--- src/fcs_pkg.sv ---
// shared types, constants and lookup for the filled-circle span generator
`default_nettype none

package fcs_pkg;

  // field widths
  localparam int unsigned CoordW  = 16;
  localparam int unsigned ColourW = 16;
  localparam int unsigned RadiusW = 4;
  localparam int unsigned LenW    = 5;
  localparam int unsigned LimitW  = 8;   // r*r + r/2 for a 4-bit radius
  localparam int unsigned SumW    = 9;   // i*i + x*x for 4-bit i and x
  localparam int unsigned RadiusTop = (1 << RadiusW) - 1;

  // one circle command
  typedef struct packed {
    logic [CoordW-1:0]  centre_x;
    logic [CoordW-1:0]  centre_y;
    logic [RadiusW-1:0] radius;
    logic [ColourW-1:0] fill_colour;
  } cmd_t;

  // one emitted span
  typedef struct packed {
    logic [CoordW-1:0]  span_x;
    logic [CoordW-1:0]  span_y;
    logic [LenW-1:0]    span_length;
    logic [ColourW-1:0] span_colour;
    logic               last_span;
  } span_t;

  // sequencer states
  typedef enum logic [3:0] {
    ST_IDLE,
    ST_SETUP,
    ST_CENTRE,
    ST_TEST,
    ST_OUTER_P,
    ST_OUTER_N,
    ST_INNER_P,
    ST_INNER_N,
    ST_FLUSH
  } ctrl_state_e;

  // operands and requests from the sequencer to the span unit and output stage
  typedef struct packed {
    logic               emit;     // a candidate span is presented
    logic               flush;    // release the held span as the last one
    logic [RadiusW-1:0] col_off;  // subtracted from the centre column
    logic [RadiusW-1:0] row_off;  // added to or subtracted from the centre row
    logic               row_neg;
    logic [RadiusW-1:0] half_len; // span length is twice this
  } ctrl_t;

  // step count r*707/1000 + 1 for every 4-bit radius
  function automatic logic [RadiusW-1:0] imax_lut(input logic [RadiusW-1:0] r);
    logic [RadiusW-1:0] v;
    unique case (r)
      4'd0:    v = 4'd1;
      4'd1:    v = 4'd1;
      4'd2:    v = 4'd2;
      4'd3:    v = 4'd3;
      4'd4:    v = 4'd3;
      4'd5:    v = 4'd4;
      4'd6:    v = 4'd5;
      4'd7:    v = 4'd5;
      4'd8:    v = 4'd6;
      4'd9:    v = 4'd7;
      4'd10:   v = 4'd8;
      4'd11:   v = 4'd8;
      4'd12:   v = 4'd9;
      4'd13:   v = 4'd10;
      4'd14:   v = 4'd10;
      default: v = 4'd11;
    endcase
    return v;
  endfunction

endpackage

`default_nettype wire

--- src/fcs_span_unit.sv ---
// shared span arithmetic: column, row and length from centre and offsets
`default_nettype none

module fcs_span_unit (
  input  var fcs_pkg::cmd_t  cmd_i,
  input  var fcs_pkg::ctrl_t ctrl_i,
  output fcs_pkg::span_t     span_o
);

  logic [fcs_pkg::CoordW-1:0] col_ext;
  logic [fcs_pkg::CoordW-1:0] row_ext;

  assign col_ext = fcs_pkg::CoordW'(ctrl_i.col_off);
  assign row_ext = fcs_pkg::CoordW'(ctrl_i.row_off);

  // wrapping coordinate arithmetic, length doubled from half width
  always_comb begin
    span_o.span_x      = cmd_i.centre_x - col_ext;
    span_o.span_y      = ctrl_i.row_neg ? (cmd_i.centre_y - row_ext)
                                        : (cmd_i.centre_y + row_ext);
    span_o.span_length = {ctrl_i.half_len, 1'b0};
    span_o.span_colour = cmd_i.fill_colour;
    span_o.last_span   = 1'b0;
  end

endmodule

`default_nettype wire

--- src/fcs_ctrl.sv ---
// span sequencer: step counter, column tracker and ring test
`default_nettype none

module fcs_ctrl #(
  parameter int unsigned MAX_RADIUS = 15
) (
  input  var logic          clk_i,
  input  var logic          rst_ni,
  input  var logic          cmd_valid_i,
  input  var fcs_pkg::cmd_t cmd_i,
  input  var logic          adv_i,
  output logic              busy_o,
  output fcs_pkg::cmd_t     cmd_o,
  output fcs_pkg::ctrl_t    ctrl_o
);

  localparam int unsigned RCap =
    (MAX_RADIUS > fcs_pkg::RadiusTop) ? fcs_pkg::RadiusTop : MAX_RADIUS;

  fcs_pkg::ctrl_state_e state_q, state_d;
  fcs_pkg::cmd_t        cmd_q, cmd_d;
  logic [fcs_pkg::RadiusW-1:0] x_q, x_d;
  logic [fcs_pkg::RadiusW-1:0] i_q, i_d;
  logic [fcs_pkg::RadiusW-1:0] imax_q, imax_d;
  logic [fcs_pkg::LimitW-1:0]  limit_q, limit_d;
  logic [fcs_pkg::RadiusW-1:0] rad_sat;
  logic [fcs_pkg::RadiusW-1:0] r_q;
  logic [fcs_pkg::SumW-1:0]    sq_sum;
  logic                        outside;

  assign r_q = cmd_q.radius;

  // radius clamp on the incoming command
  assign rad_sat = (cmd_i.radius > fcs_pkg::RadiusW'(RCap)) ? fcs_pkg::RadiusW'(RCap)
                                                          : cmd_i.radius;

  // ring test: i*i + x*x against the stored limit
  assign sq_sum  = fcs_pkg::SumW'(i_q) * fcs_pkg::SumW'(i_q)
                 + fcs_pkg::SumW'(x_q) * fcs_pkg::SumW'(x_q);
  assign outside = sq_sum > fcs_pkg::SumW'(limit_q);

  assign busy_o = (state_q != fcs_pkg::ST_IDLE);
  assign cmd_o  = cmd_q;

  // next state, loop registers and span operands
  always_comb begin
    state_d = state_q;
    cmd_d   = cmd_q;
    x_d     = x_q;
    i_d     = i_q;
    imax_d  = imax_q;
    limit_d = limit_q;
    ctrl_o  = '0;
    unique case (state_q)
      fcs_pkg::ST_IDLE: begin
        if (cmd_valid_i) begin
          cmd_d        = cmd_i;
          cmd_d.radius = rad_sat;
          if (rad_sat != '0) begin
            state_d = fcs_pkg::ST_SETUP;
          end
        end
      end
      fcs_pkg::ST_SETUP: begin
        limit_d = fcs_pkg::LimitW'(r_q) * fcs_pkg::LimitW'(r_q)
                + fcs_pkg::LimitW'(r_q >> 1);
        imax_d  = fcs_pkg::imax_lut(r_q);
        x_d     = r_q;
        i_d     = fcs_pkg::RadiusW'(1);
        state_d = fcs_pkg::ST_CENTRE;
      end
      fcs_pkg::ST_CENTRE: begin
        ctrl_o.emit     = 1'b1;
        ctrl_o.col_off  = r_q;
        ctrl_o.half_len = r_q;
        if (adv_i) begin
          state_d = fcs_pkg::ST_TEST;
        end
      end
      fcs_pkg::ST_TEST: begin
        if (outside && (x_q > imax_q)) begin
          state_d = fcs_pkg::ST_OUTER_P;
        end else begin
          if (outside && (x_q != '0)) begin
            x_d = x_q - fcs_pkg::RadiusW'(1);
          end
          state_d = fcs_pkg::ST_INNER_P;
        end
      end
      fcs_pkg::ST_OUTER_P, fcs_pkg::ST_OUTER_N: begin
        ctrl_o.emit     = 1'b1;
        ctrl_o.col_off  = i_q - fcs_pkg::RadiusW'(1);
        ctrl_o.row_off  = x_q;
        ctrl_o.row_neg  = (state_q == fcs_pkg::ST_OUTER_N);
        ctrl_o.half_len = i_q - fcs_pkg::RadiusW'(1);
        if (adv_i) begin
          if (state_q == fcs_pkg::ST_OUTER_P) begin
            state_d = fcs_pkg::ST_OUTER_N;
          end else begin
            x_d     = x_q - fcs_pkg::RadiusW'(1);
            state_d = fcs_pkg::ST_INNER_P;
          end
        end
      end
      fcs_pkg::ST_INNER_P, fcs_pkg::ST_INNER_N: begin
        ctrl_o.emit     = 1'b1;
        ctrl_o.col_off  = x_q;
        ctrl_o.row_off  = i_q;
        ctrl_o.row_neg  = (state_q == fcs_pkg::ST_INNER_N);
        ctrl_o.half_len = x_q;
        if (adv_i) begin
          if (state_q == fcs_pkg::ST_INNER_P) begin
            state_d = fcs_pkg::ST_INNER_N;
          end else begin
            i_d     = i_q + fcs_pkg::RadiusW'(1);
            state_d = (i_q == imax_q) ? fcs_pkg::ST_FLUSH : fcs_pkg::ST_TEST;
          end
        end
      end
      fcs_pkg::ST_FLUSH: begin
        ctrl_o.flush = 1'b1;
        if (adv_i) begin
          state_d = fcs_pkg::ST_IDLE;
        end
      end
      default: begin
        state_d = fcs_pkg::ST_IDLE;
      end
    endcase
  end

  // state register
  always_ff @(posedge clk_i or negedge rst_ni) begin
    if (!rst_ni) begin
      state_q <= fcs_pkg::ST_IDLE;
    end else begin
      state_q <= state_d;
    end
  end

  // command and loop registers
  always_ff @(posedge clk_i) begin
    cmd_q   <= cmd_d;
    x_q     <= x_d;
    i_q     <= i_d;
    imax_q  <= imax_d;
    limit_q <= limit_d;
  end

endmodule

`default_nettype wire

--- src/fcs_out_stage.sv ---
// one-span hold register plus output register, marks the final span
`default_nettype none

module fcs_out_stage (
  input  var logic           clk_i,
  input  var logic           rst_ni,
  input  var fcs_pkg::ctrl_t ctrl_i,
  input  var fcs_pkg::span_t cand_i,
  output logic               adv_o,
  output logic               out_valid_o,
  input  var logic           out_stall_i,
  output fcs_pkg::span_t     out_data_o
);

  logic           pend_valid_q, pend_valid_d;
  fcs_pkg::span_t pend_q, pend_d;
  logic           out_valid_q, out_valid_d;
  fcs_pkg::span_t out_q, out_d;
  logic           slot_free;
  logic           cand_zero;
  logic           load_out;

  assign slot_free = !out_valid_q || !out_stall_i;
  assign cand_zero = (cand_i.span_length == '0);

  // a held span moves on only when the output register can take it
  always_comb begin
    adv_o        = 1'b0;
    load_out     = 1'b0;
    pend_valid_d = pend_valid_q;
    pend_d       = pend_q;
    out_d        = out_q;
    if (ctrl_i.emit) begin
      adv_o = cand_zero || !pend_valid_q || slot_free;
      if (!cand_zero && adv_o) begin
        if (pend_valid_q) begin
          load_out = 1'b1;
          out_d    = pend_q;
        end
        pend_valid_d = 1'b1;
        pend_d       = cand_i;
      end
    end else if (ctrl_i.flush) begin
      adv_o = !pend_valid_q || slot_free;
      if (pend_valid_q && slot_free) begin
        load_out           = 1'b1;
        out_d              = pend_q;
        out_d.last_span    = 1'b1;
        pend_valid_d       = 1'b0;
      end
    end
    out_valid_d = load_out || (out_valid_q && out_stall_i);
  end

  // control flags
  always_ff @(posedge clk_i or negedge rst_ni) begin
    if (!rst_ni) begin
      pend_valid_q <= 1'b0;
      out_valid_q  <= 1'b0;
    end else begin
      pend_valid_q <= pend_valid_d;
      out_valid_q  <= out_valid_d;
    end
  end

  // span payload
  always_ff @(posedge clk_i) begin
    pend_q <= pend_d;
    out_q  <= out_d;
  end

  assign out_valid_o = out_valid_q;
  assign out_data_o  = out_q;

endmodule

`default_nettype wire

--- src/filled_circle_span_generator_core.sv ---
// filled-circle span generator top level: sequencer, span unit, output stage
//
//   channel | direction | handshake               | payload
//   --------+-----------+-------------------------+------------------------
//   in      | input     | in_valid_i/in_stall_o   | fcs_pkg::cmd_t command
//   out     | output    | out_valid_o/out_stall_i | fcs_pkg::span_t span
//
// a command passes a set-up state, then one ring test per step with its spans,
// then a flush state that releases the last span; the sequencer steps the one
// span unit once a cycle unless the output stalls.
// radius zero leaves the block ready in the next cycle with no spans.
// reset clears the sequencer and the held and output valid flags.
// a stalled output with a span held keeps the sequencer in its span or flush state, unless the span is empty.
`default_nettype none

module filled_circle_span_generator_core #(
  parameter int unsigned MAX_RADIUS = 15
) (
  input  var logic           clk_i,
  input  var logic           rst_ni,
  input  var logic           in_valid_i,
  output logic               in_stall_o,
  input  var fcs_pkg::cmd_t  in_data_i,
  output logic               out_valid_o,
  input  var logic           out_stall_i,
  output fcs_pkg::span_t     out_data_o
);

  logic           busy;
  logic           adv;
  fcs_pkg::cmd_t  cmd;
  fcs_pkg::ctrl_t ctrl;
  fcs_pkg::span_t cand;

  assign in_stall_o = busy;

  // sequencer
  fcs_ctrl #(
    .MAX_RADIUS (MAX_RADIUS)
  ) u_ctrl (
    .clk_i       (clk_i),
    .rst_ni      (rst_ni),
    .cmd_valid_i (in_valid_i),
    .cmd_i       (in_data_i),
    .adv_i       (adv),
    .busy_o      (busy),
    .cmd_o       (cmd),
    .ctrl_o      (ctrl)
  );

  // span arithmetic
  fcs_span_unit u_span (
    .cmd_i  (cmd),
    .ctrl_i (ctrl),
    .span_o (cand)
  );

  // hold and output registers
  fcs_out_stage u_out (
    .clk_i       (clk_i),
    .rst_ni      (rst_ni),
    .ctrl_i      (ctrl),
    .cand_i      (cand),
    .adv_o       (adv),
    .out_valid_o (out_valid_o),
    .out_stall_i (out_stall_i),
    .out_data_o  (out_data_o)
  );

  // a zero-radius command leaves the block ready
  a_zero_radius_idle: assert property (@(posedge clk_i) disable iff (!rst_ni)
    (in_valid_i && !in_stall_o && (in_data_i.radius == '0)) |=> !in_stall_o)
    else $error("zero-radius command made the block busy");

  // any other command makes the block busy
  a_cmd_busy: assert property (@(posedge clk_i) disable iff (!rst_ni)
    (in_valid_i && !in_stall_o && (in_data_i.radius != '0)) |=> in_stall_o)
    else $error("accepted command did not start the sequencer");

  // no empty span leaves the block, and every length is even
  a_span_len: assert property (@(posedge clk_i) disable iff (!rst_ni)
    out_valid_o |-> ((out_data_o.span_length != '0) && !out_data_o.span_length[0]))
    else $error("span length zero or odd");

endmodule

`default_nettype wire
--- config.mk ---
export PLATFORM = sky130hd
export DESIGN_NAME = filled_circle_span_generator_core
export DESIGN_NICKNAME = d
export VERILOG_FILES = /design/src/fcs_pkg.sv /design/src/fcs_span_unit.sv /design/src/fcs_ctrl.sv /design/src/fcs_out_stage.sv /design/src/filled_circle_span_generator_core.sv
export SDC_FILE = /design/constraint.sdc
export NUM_CORES = 1
export LEC_CHECK = 0
export BUFFER_PORTS_ARGS = -buffer_cell sky130_fd_sc_hd__buf_2
export CORE_MARGIN = 4
export CORE_UTILIZATION = 60
export CTS_BUF_LIST = sky130_fd_sc_hd__clkbuf_4 sky130_fd_sc_hd__clkbuf_8
export DETAILED_ROUTE_END_ITERATION = 6
export PLACE_DENSITY = 0.91
export SKIP_CTS_REPAIR_TIMING = 1
export SLEW_MARGIN = 20
export SYNTH_ARGS = -nofsm -noshare
export SYNTH_HDL_FRONTEND = slang
export SYNTH_SLANG_ARGS = --single-unit
--- constraint.sdc ---
create_clock -name clk_i -period 6.7 [get_ports clk_i]
set_input_delay 0.335 -clock clk_i [delete_from_list [all_inputs] [get_ports clk_i]]
set_output_delay 0.335 -clock clk_i [all_outputs]
set_load 0.01 [all_outputs]
# Word-level counts from Yosys, hierarchy flattened
# Memories as Yosys holds them, arrays and structs flattened. A register that Yosys moved wholly into a read port is not among the register bits.
# Index checks and enable logic that the tools add are counted.
dict set report classes {
  n_eq_ne 21
  add_sub_neg 8
  muxes 41
  mul 3
  reduce_logical 33
  n_lt_le_gt_ge 3
}
# operator count
set op_table {}
lappend op_table {{$mux 54} 5}
lappend op_table {{$mux 4} 15}
lappend op_table {{$sub 16x4->16} 2}
lappend op_table {{$pmux 4 s7} 1}
lappend op_table {{$mul 4x4->8} 3}
lappend op_table {{$pmux 4 s3} 2}
lappend op_table {{$add 16x4->16} 1}
lappend op_table {{$eq 4x3->1 const B} 4}
lappend op_table {{$mux 16} 1}
lappend op_table {{$ne 2x2->1 const B} 8}
lappend op_table {{$mux 1} 13}
lappend op_table {{$reduce_bool 4->1} 3}
lappend op_table {{$pmux 5 s2} 1}
lappend op_table {{$add 8x8->9} 1}
lappend op_table {{$gt 9x8->1} 1}
lappend op_table {{$add 8x3->8} 1}
lappend op_table {{$eq 4x2->1 const B} 2}
lappend op_table {{$ne 2x1->1 const B} 4}
lappend op_table {{$pmux 4 s2} 1}
lappend op_table {{$sub 4x1->4 const B} 2}
lappend op_table {{$reduce_and 3->1} 2}
lappend op_table {{$reduce_and 6->1} 1}
lappend op_table {{$reduce_bool 2->1} 3}
lappend op_table {{$logic_and 1x1->1} 5}
lappend op_table {{other kinds (17)} 27}
dict set report totals {
  mem_bits_ro 64
  mem_count 1
  input_bits 56
  elab_cells 129
  regBits 180
  output_inout_bits 56
}
# memory depth word_bits read_ports rd_ports_with_merged_regs write_ports line_no
set mem_list {}
lappend mem_list {{(name not given)} 16 4 1 1 0 fcs_pkg.sv:58} ;# unique case (r)

# Longest topological paths before layout
# Gate-level depths: netlist of run 1.
dict set report depth {
  depth_word 10
  depth_mapped 23
  depth_no_buf 22
}

# Hierarchy
# From an unflattened synthesis of run 1, not the netlist that was laid out.
dict set report unflattened {
  hier_cells 703
  area_unflattened_um2 9278.9
}
# mod area_per_inst_um2 instances seq_area_each_um2 cells_per_inst
set by_module_without_submodules {}
lappend by_module_without_submodules {fcs_ctrl 4444.3 1 2262.2 377}
lappend by_module_without_submodules {fcs_out_stage 3387.0 1 3293.2 124}
lappend by_module_without_submodules {fcs_span_unit 1447.6 1 0.0 202}

# Least setup slack after synthesis of run 1
# OpenSTA, ideal clock, no wires.
dict set report synth_path {
  kind {reg-to-reg}
  from {register u_ctrl.i_q[0] (netlist name)}
  to {register u_out.out_q (netlist bit u_out.out_data_o[0]), enable pin}
  t_arrival_ps 5655
  slack_ps 500
  n_path_buf 1
  stages_incl_launch_ff 10
  setup_ps 545
  period_less_slack_ps 6200
  required_time_ps 6155
  cell_sequence {edfxtp_1 clkbuf_1 inv_1 ha_1 nand2b_1 a31oi_1 a41oi_1 nor2_1 or3_1 a21boi_0}
}
dict set report synth_between {
  elab_chain_len 8
  elab_cells_between_ends 9
  cone_classes {1 x add/sub; 1 x eq/ne; 1 x mux; 6 x reduce/logical}
}
# item line_no
set synth_lines {}
lappend synth_lines {{from (decl)} fcs_ctrl.sv:23} ;# logic [fcs_pkg::RadiusW-1:0] i_q, i_d;
lappend synth_lines {{from (signal assigned)} fcs_ctrl.sv:145} ;# i_q <= i_d;
lappend synth_lines {{$sub 4x1->4 (*)} fcs_ctrl.sv:95} ;# ctrl_o.half_len = i_q - fcs_pkg::RadiusW'(1);
lappend synth_lines {{$pmux 4 s3 (*)} fcs_ctrl.sv:54} ;# unique case (state_q)
lappend synth_lines {{$logic_not 5->1 (*)} fcs_out_stage.sv:24} ;# assign cand_zero = (cand_i.span_length == '0);
lappend synth_lines {{$logic_or 1x1->1 (2 in series)} fcs_out_stage.sv:34} ;# adv_o = cand_zero || !pend_valid_q || slot_free;
lappend synth_lines {{$logic_and 1x1->1 (*)} fcs_out_stage.sv:35} ;# if (!cand_zero && adv_o) begin
lappend synth_lines {{$ne 2x1->1 (no source line) (*)} n/a}
lappend synth_lines {{$reduce_and 4->1 (no source line) (*)} n/a}
lappend synth_lines {{to (signal assigned)} fcs_out_stage.sv:69} ;# out_q <= out_d;
lappend synth_lines {{to (decl)} fcs_out_stage.sv:18} ;# fcs_pkg::span_t out_q, out_d;
# Mark *: on every way between the ends. The rest lies on a longest branch, timed or not.
# A chain may end at the register's enable or synchronous reset.

# Worst setup path after layout of run 1
dict set report layout_path {
  from {register u_ctrl.i_q[2] (netlist name)}
  to {register u_ctrl.x_q[3] (netlist name), enable pin}
}
dict set report layout_between {
  elab_chain_len 8
  elab_cells_between_ends 15
  cone_classes {2 x add/sub; 1 x mul; 1 x order compare; 3 x eq/ne; 2 x mux; 6 x reduce/logical}
}
# item line_no
set layout_lines {}
lappend layout_lines {{parallel branches: the longest is 7 deep, another holds $add 8x8->9} n/a}
lappend layout_lines {{$reduce_and 5->1 (no source line) (*)} n/a}
lappend layout_lines {{to (signal assigned)} fcs_ctrl.sv:144} ;# x_q <= x_d;
lappend layout_lines {{to (decl)} fcs_ctrl.sv:22} ;# logic [fcs_pkg::RadiusW-1:0] x_q, x_d;
# Every way passes the cells marked *.

==> run_results.csv, run 1 <==
group,metric,value,unit
run_status,outcome,"finished, final reports clean",
route,ant_nets,0,
placed_design,buffer_ports.inserted,110,
synth,ys.flop_type,"sky130_fd_sc_hd__edfxtp_1",
setup_path,worstRegToRegCells,23,
placed_design,numPlacedInstances,931,
global_routing,antenna_found_initial,1,
synth,yosys_register_bits,183,
cts,cts_buffers,17,
setup_path,critical_path.max_fanout,10,
sta,holdWs,0.0372,ns
setup_path,cp_data_required_time,6.88,ns
synth,yosysWarnings,0,
synth,post_synth_inst_count,652,
die,die_x,130,um
worst_hold_path,timing.hold.worst_endpoint,"u_ctrl.cmd_o[6]$_DFFE_PP_",
route,first_pass_iters,5,
global_routing,grt.total_usage,21.7,%
die,die_y,130,um
synth,synth.area.top_cells,"sky130_fd_sc_hd__edfxtp_1 (60%), sky130_fd_sc_hd__ha_1 (9.6%), sky130_fd_sc_hd__fa_1 (2.9%), sky130_fd_sc_hd__xnor2_1 (2.9%), sky130_fd_sc_hd__inv_1 (2.7%)",
sta,finalSetupViolations,0,
worst_hold_path,holdPathStages,1,
finish,post_route_cells_drive_above_1_share,20.6,%
sta,fin_worst_skew,0.0136,ns
synth,syn-num-nets,789,
global_routing,global_route.overflow_total,0,
synth,syn-cell-area,0.00888,mm^2
placed_design,detailed_place_hpwl,13000,um
die,die_area,0.0168,mm^2
synth,synth_largest_area_cell,"sky130_fd_sc_hd__edfxtp_1",
setup_path,timing_worst_setup_path_type,"flip-flop to flip-flop",
sta,min_period_over_period,92.8,%
setup_path,critical_path.reg2reg.endpoint,"u_ctrl.x_q[3]$_DFFE_PP_",
setup_path,critical_path_arrival,6.40,ns
synth,synth.lib_cells_used.distinct,55,
finish,design.final.nets,904,
route,drc_errors,0,
sta,final_period_minus_worst_setup_slack,6.22,ns
setup_path,critical_path.startpoint_type,"flip-flop",
setup_path,worst_path_most_repeated_cell,"sky130_fd_sc_hd__inv_1",
sta,timing.final.hold_violations,0,
placed_design,globalplace.congestion,0.896,
job,reported_max_cap_violation_count,0,
die,core-area,0.0145,mm^2
cts,clk_path_buf_depth,2,
finish,post-route-cell-area,0.0100,mm^2
placed_design,detailed_place.area,0.00963,mm^2
finish,layout.cells.most_common,"sky130_fd_sc_hd__edfxtp_1",
route,routed_wl,18000,um
cts,cts_sinks,183,
synth,synth_largest_type_area_fraction,59.8,%
cts,root_buffer,"sky130_fd_sc_hd__clkbuf_8",
sta,grt_setup_unrepaired,"false",
synth,synth_area_per_cell,13.6,um^2
sta,timing_max_transition_violations_final,0,
setup_path,setup.worst_path.end_class,"flip-flop",
worst_hold_path,timing.hold.worst.start,"in_data_i[6]",
worst_hold_path,min_path_type,"input port to flip-flop",
finish,commonest_cells_after_routing_fill_and_taps_aside,"sky130_fd_sc_hd__edfxtp_1 (177), sky130_fd_sc_hd__buf_2 (110), sky130_fd_sc_hd__ha_1 (68)",
die,starting_density_of_the_core,61.1,%
setup_path,timing.critical_path.slowest_stage_cell,"sky130_fd_sc_hd__edfxtp_1",
sta,worst_pin_slew,1.06,ns
finish,post_layout_nonfiller_instances,965,
sta,slew_headroom,28.8,%
global_routing,grt_first_pass_wirelength,28100,um
setup_path,reg2reg_setup_slack,0.48,ns
setup_path,critical_path.max_stage_delay,0.62,ns
sta,timing.setup.tns,0,ns
sta,fmaxAchievable,161,MHz
setup_path,r2r_start,"u_ctrl.i_q[2]$_SDFFCE_PP0P_",
cts,tritoncts,"yes",
route,avgRoutedWirePerCell,18.6,um
die,io_pins,112,
setup_path,path_cells,"and2_1 -> inv_1 -> fa_1 -> fa_1 -> inv_1 -> fa_1 -> inv_1 -> fa_1 -> inv_1 -> ha_1 -> inv_1 -> fa_1 -> inv_1 -> a21o_1 -> a21oi_1 -> xnor2_1 -> ha_1 -> nand4_1 -> nor2_1 -> a211oi_1 -> o221ai_1 -> a2111oi_0 -> buf_4",
route,detailedRoute.firstIterationViolations,590,
cts,ctsHtreeMaxLevel,4,
global_routing,first_global_vias,5663,
route,total_number_of_vias,5603,
finish,area.growth.synth_to_final,13.1,%
die,rows,44,
route,vias_per_cell,5.81,
global_routing,maximum_number_of_pins_on_one_net_before_global_route_repair,54,
synth,synth_seq_area_share,61.5,%
cts,clock_latency,0.47,ns
synth,proportion_of_register_bits_with_asynchronous_set_or_reset_after_synthesis,3.28,%
cts,cts.reportedPaths.clkPinSlew,0.11,ns
synth,number_of_synthesized_flops_with_an_enable_pin,177,
worst max path at each step:
stage,endpoint,cells after the start,start
floorplan,u_out.out_data_o[0]$_DFFE_PP_,9,u_ctrl.i_q[0]$_SDFFCE_PP1P_
global placement,u_ctrl.x_q[1]$_DFFE_PP_,23,u_ctrl.i_q[2]$_SDFFCE_PP0P_
detailed placement,u_ctrl.x_q[3]$_DFFE_PP_,23,u_ctrl.i_q[2]$_SDFFCE_PP0P_
CTS,u_ctrl.x_q[3]$_DFFE_PP_,23,u_ctrl.i_q[2]$_SDFFCE_PP0P_
global route,u_ctrl.x_q[3]$_DFFE_PP_,23,u_ctrl.i_q[2]$_SDFFCE_PP0P_
finish,u_ctrl.x_q[3]$_DFFE_PP_,23,u_ctrl.i_q[2]$_SDFFCE_PP0P_
metal layers:
metal	vias up	global-route usage, %	routed length, um	part of all wire, %
met5	-	0	0	0
met4	0	9.05	648	3.6
met3	65	4.33	1260	7.0
met2	281	38.8	9550	53
met1	2656	25.7	6520	36
li1	2601	-	-	-
Yosys cell counts, drive strengths merged, types with 4 or more instances:
master and n:
and2 9, xor2 20, mux2i 6, nor2 30, a21oi 29, o21bai 4
a211oi 8, o21a 4, nand4 5, dfrtp 6, nand2 29, nor2b 9
clkbuf 16, o21ai 13, fa 13, nand2b 17, inv 64, a31oi 6
nand3 14, o211ai 5, edfxtp 177, nor3 10, nor4 4, a21o 13
and3 4, ha 68, xnor2 29
worst max-delay path, delay by kind of cell (launching register included):
kind / cells / cell delay [ns]
adders and majority gates: 7 / 2.88
AOI/OAI and AO/OA: 5 / 1.25
buffers and inverters: 7 / 0.63
DFF: 1 / 0.62
and+or+nand+nor: 3 / 0.43
xor gates and xnor gates: 1 / 0.13
cells by family (layout without fill, tap and decap cells):
logic type / count (synthesis) / after routing / synth area share, %
AO/OA/AOI/OAI: 100 / 100 / 7.58
XOR/XNOR: 49 / 49 / 4.83
adder cells (fa/ha/maj): 81 / 81 / 12.5
buffers and inverters: 83 / 211 / 3.65
flip-flops: 183 / 183 / 61.5
multiplexers: 10 / 10 / 1.31
other: 1 / 2 / 0.0422
AND/OR/NAND/NOR: 145 / 145 / 8.56
final cells by class:
type,count,area [um^2]
clock inverters,15,170
well taps,184,230
repair buffers,115,591
inverters,64,241
multi-input cells,386,3110
flip-flops and latches,183,5470
clock buffers,17,234
diodes,1,2.50
fillers,901,4490
sequential cells by signal (all words and copies together) (netlist names), 4 cells and up:
| signal | count |
|---|---|
| u_ctrl.imax_q | 4 |
| u_ctrl.r_q | 4 |
| u_ctrl.limit_q | 8 |
| u_ctrl.x_q | 4 |
| u_ctrl.cmd_o | 48 |
| u_out.out_data_o | 53 |
| u_ctrl.i_q | 4 |
| u_out.pend_q | 52 |
| u_ctrl.state_q | 4 |
per-stage QoR:
step                utilization [%]  worst slack, ns
finish                         69.1            0.484
global route                   69.1           0.0545
CTS                            69.0            0.447
detailed placement             66.2            0.472
global placement               66.2            0.878
floorplan                         -            0.500
Power of run 1 is not shown: default switching activity piles up to over one toggle a cycle in this logic, so the estimate is an artifact.
==> run 2: changes to the inputs <==
CORE_ASPECT_RATIO = 0.5   (was default)
SETUP_SLACK_MARGIN = 0.5   (was default)
==> run 2 against run 1 <==
Against the previous run:
- utilization grew 0.68 points
- final cell count grew 1.6%
- flip-flop and latch count is the same
- critical path type unchanged
- highest routed layer unchanged
==> run_results.csv, run 2 (synthesis gave the netlist of run 1 again) <==
group,metric,value,unit
finish,design.final.nets,906,
placed_design,buffer_ports.inserted,110,
worst_hold_path,holdPathStages,1,
setup_path,critical_path.reg2reg.endpoint,"u_ctrl.x_q[0]$_DFFE_PP_",
cts,clk_path_buf_depth,2,
route,ant_nets,0,
global_routing,grt.total_usage,19.6,%
route,total_number_of_vias,5324,
cts,tritoncts,"yes",
sta,holdWs,0.0521,ns
sta,fin_worst_skew,0.0131,ns
sta,timing_max_transition_violations_final,0,
worst_hold_path,min_path_type,"input port to flip-flop",
sta,min_period_over_period,88.0,%
global_routing,maximum_number_of_pins_on_one_net_before_global_route_repair,54,
global_routing,grt_first_pass_wirelength,26300,um
placed_design,detailed_place_hpwl,11700,um
sta,grt_setup_unrepaired,"false",
global_routing,first_global_vias,5393,
die,die_y,94.0,um
cts,root_buffer,"sky130_fd_sc_hd__clkbuf_8",
job,reported_max_cap_violation_count,0,
setup_path,r2r_start,"u_ctrl.i_q[1]$_SDFFCE_PP0P_",
setup_path,worstRegToRegCells,23,
setup_path,timing_worst_setup_path_type,"flip-flop to flip-flop",
setup_path,critical_path.startpoint_type,"flip-flop",
setup_path,critical_path_arrival,6.12,ns
run_status,outcome,"finished, final reports clean",
cts,ctsHtreeMaxLevel,4,
setup_path,critical_path.max_fanout,8,
worst_hold_path,timing.hold.worst_endpoint,"u_ctrl.cmd_o[36]$_DFFE_PP_",
worst_hold_path,timing.hold.worst.start,"in_data_i[36]",
finish,commonest_cells_after_routing_fill_and_taps_aside,"sky130_fd_sc_hd__edfxtp_1 (177), sky130_fd_sc_hd__buf_2 (110), sky130_fd_sc_hd__ha_1 (68)",
die,starting_density_of_the_core,61.4,%
route,avgRoutedWirePerCell,16.4,um
sta,finalSetupViolations,0,
route,vias_per_cell,5.43,
cts,cts_buffers,17,
route,drc_errors,0,
sta,slew_headroom,36.8,%
finish,post_layout_nonfiller_instances,980,
finish,antenna_cells,0,
finish,layout.cells.most_common,"sky130_fd_sc_hd__edfxtp_1",
setup_path,setup.worst_path.end_class,"flip-flop",
global_routing,global_route.overflow_total,0,
die,io_pins,112,
die,die_area,0.0169,mm^2
global_routing,antenna_found_initial,0,
route,detailedRoute.firstIterationViolations,523,
setup_path,reg2reg_setup_slack,0.80,ns
placed_design,numPlacedInstances,945,
sta,timing.final.hold_violations,0,
placed_design,globalplace.congestion,0.872,
finish,post_route_cells_drive_above_1_share,21.0,%
die,rows,31,
die,core-area,0.0145,mm^2
sta,fmaxAchievable,170,MHz
finish,largest_register_ffs,53,
die,die_x,180,um
sta,timing.setup.tns,0,ns
cts,cts.reportedPaths.clkPinSlew,0.10,ns
setup_path,cp_data_required_time,6.92,ns
sta,final_period_minus_worst_setup_slack,5.90,ns
cts,cts_sinks,183,
finish,area.growth.synth_to_final,13.7,%
cts,clock_latency,0.46,ns
route,first_pass_iters,5,
route,routed_wl,16100,um
sta,worst_pin_slew,0.945,ns
run 2: changes by cell type in the layout (fill, tap and decap cells not counted), sizes merged:
| cell | previous run | this run |
|---|---|---|
| inv | 72 | 70 |
| bufinv | 0 | 1 |
| clkbuf | 17 | 18 |
| buf | 114 | 116 |
| diode | 1 | 0 |
run 2: routing by layer:
metal | vias to the layer above | GRT usage [%] | share of wire [%]
met4 | 0 | 5.85 | 1.7
met1 | 2541 | 24.2 | 41
met3 | 18 | 4.56 | 5.7
li1 | 2598 | - | -
met2 | 167 | 35.2 | 52
met5 | - | 0 | 0
run 2: worst max path at each step:
stage / endpoint / slack (ns) / cells past startpoint / start
3_5_place_dp: u_ctrl.x_q[0]$_DFFE_PP_ / 0.73 / 23 / u_ctrl.i_q[2]$_SDFFCE_PP0P_
6_report: u_ctrl.x_q[0]$_DFFE_PP_ / 0.80 / 23 / u_ctrl.i_q[1]$_SDFFCE_PP0P_
4_1_cts: u_ctrl.x_q[0]$_DFFE_PP_ / 0.67 / 23 / u_ctrl.i_q[2]$_SDFFCE_PP0P_
5_1_grt: u_ctrl.x_q[0]$_DFFE_PP_ / 0.48 / 23 / u_ctrl.i_q[1]$_SDFFCE_PP0P_
2_1_floorplan: u_ctrl.x_q[0]$_DFFE_PP_ / 0.65 / 23 / u_ctrl.i_q[2]$_SDFFCE_PP0P_
3_3_place_gp: u_ctrl.x_q[1]$_DFFE_PP_ / 0.85 / 23 / u_ctrl.i_q[2]$_SDFFCE_PP0P_
run 2: area by class of cell:
cell class / instances / area, um^2
tap: 198 / 248
multi-input combinational: 386 / 3120
timing repair buffer: 117 / 606
clock inverter: 14 / 180
sequential: 183 / 5470
fill: 961 / 4370
inverter: 64 / 240
clock buffer: 18 / 241
run 2: worst max-delay path: stages (launching register included):
cell	delay (ns)
sky130_fd_sc_hd__edfxtp_1	0.52
sky130_fd_sc_hd__and2_1	0.25
sky130_fd_sc_hd__inv_1	0.08
sky130_fd_sc_hd__fa_1	0.49
sky130_fd_sc_hd__fa_1	0.49
sky130_fd_sc_hd__inv_1	0.06
sky130_fd_sc_hd__fa_1	0.53
sky130_fd_sc_hd__inv_1	0.06
sky130_fd_sc_hd__fa_1	0.46
sky130_fd_sc_hd__inv_1	0.06
sky130_fd_sc_hd__ha_1	0.18
sky130_fd_sc_hd__inv_1	0.06
sky130_fd_sc_hd__fa_1	0.39
sky130_fd_sc_hd__inv_1	0.07
sky130_fd_sc_hd__a21o_1	0.10
sky130_fd_sc_hd__a21oi_1	0.07
sky130_fd_sc_hd__xnor2_1	0.13
sky130_fd_sc_hd__ha_1	0.19
sky130_fd_sc_hd__or4_1	0.47
sky130_fd_sc_hd__a211oi_1	0.36
sky130_fd_sc_hd__a211oi_2	0.11
sky130_fd_sc_hd__o221ai_1	0.22
sky130_fd_sc_hd__a2111oi_1	0.11
sky130_fd_sc_hd__buf_4	0.21
run 2: metrics by stage:
stage          setup slack [ns]  util (%)  cell area [um^2]
2_1_floorplan             0.650         -              8880
3_3_place_gp              0.851      66.7              9640
3_5_place_dp              0.726      66.7              9640
4_1_cts                   0.667      69.6             10100
5_1_grt                   0.476      69.8             10100
6_report                  0.803      69.8             10100
Power of run 2 is left out for the same reason.
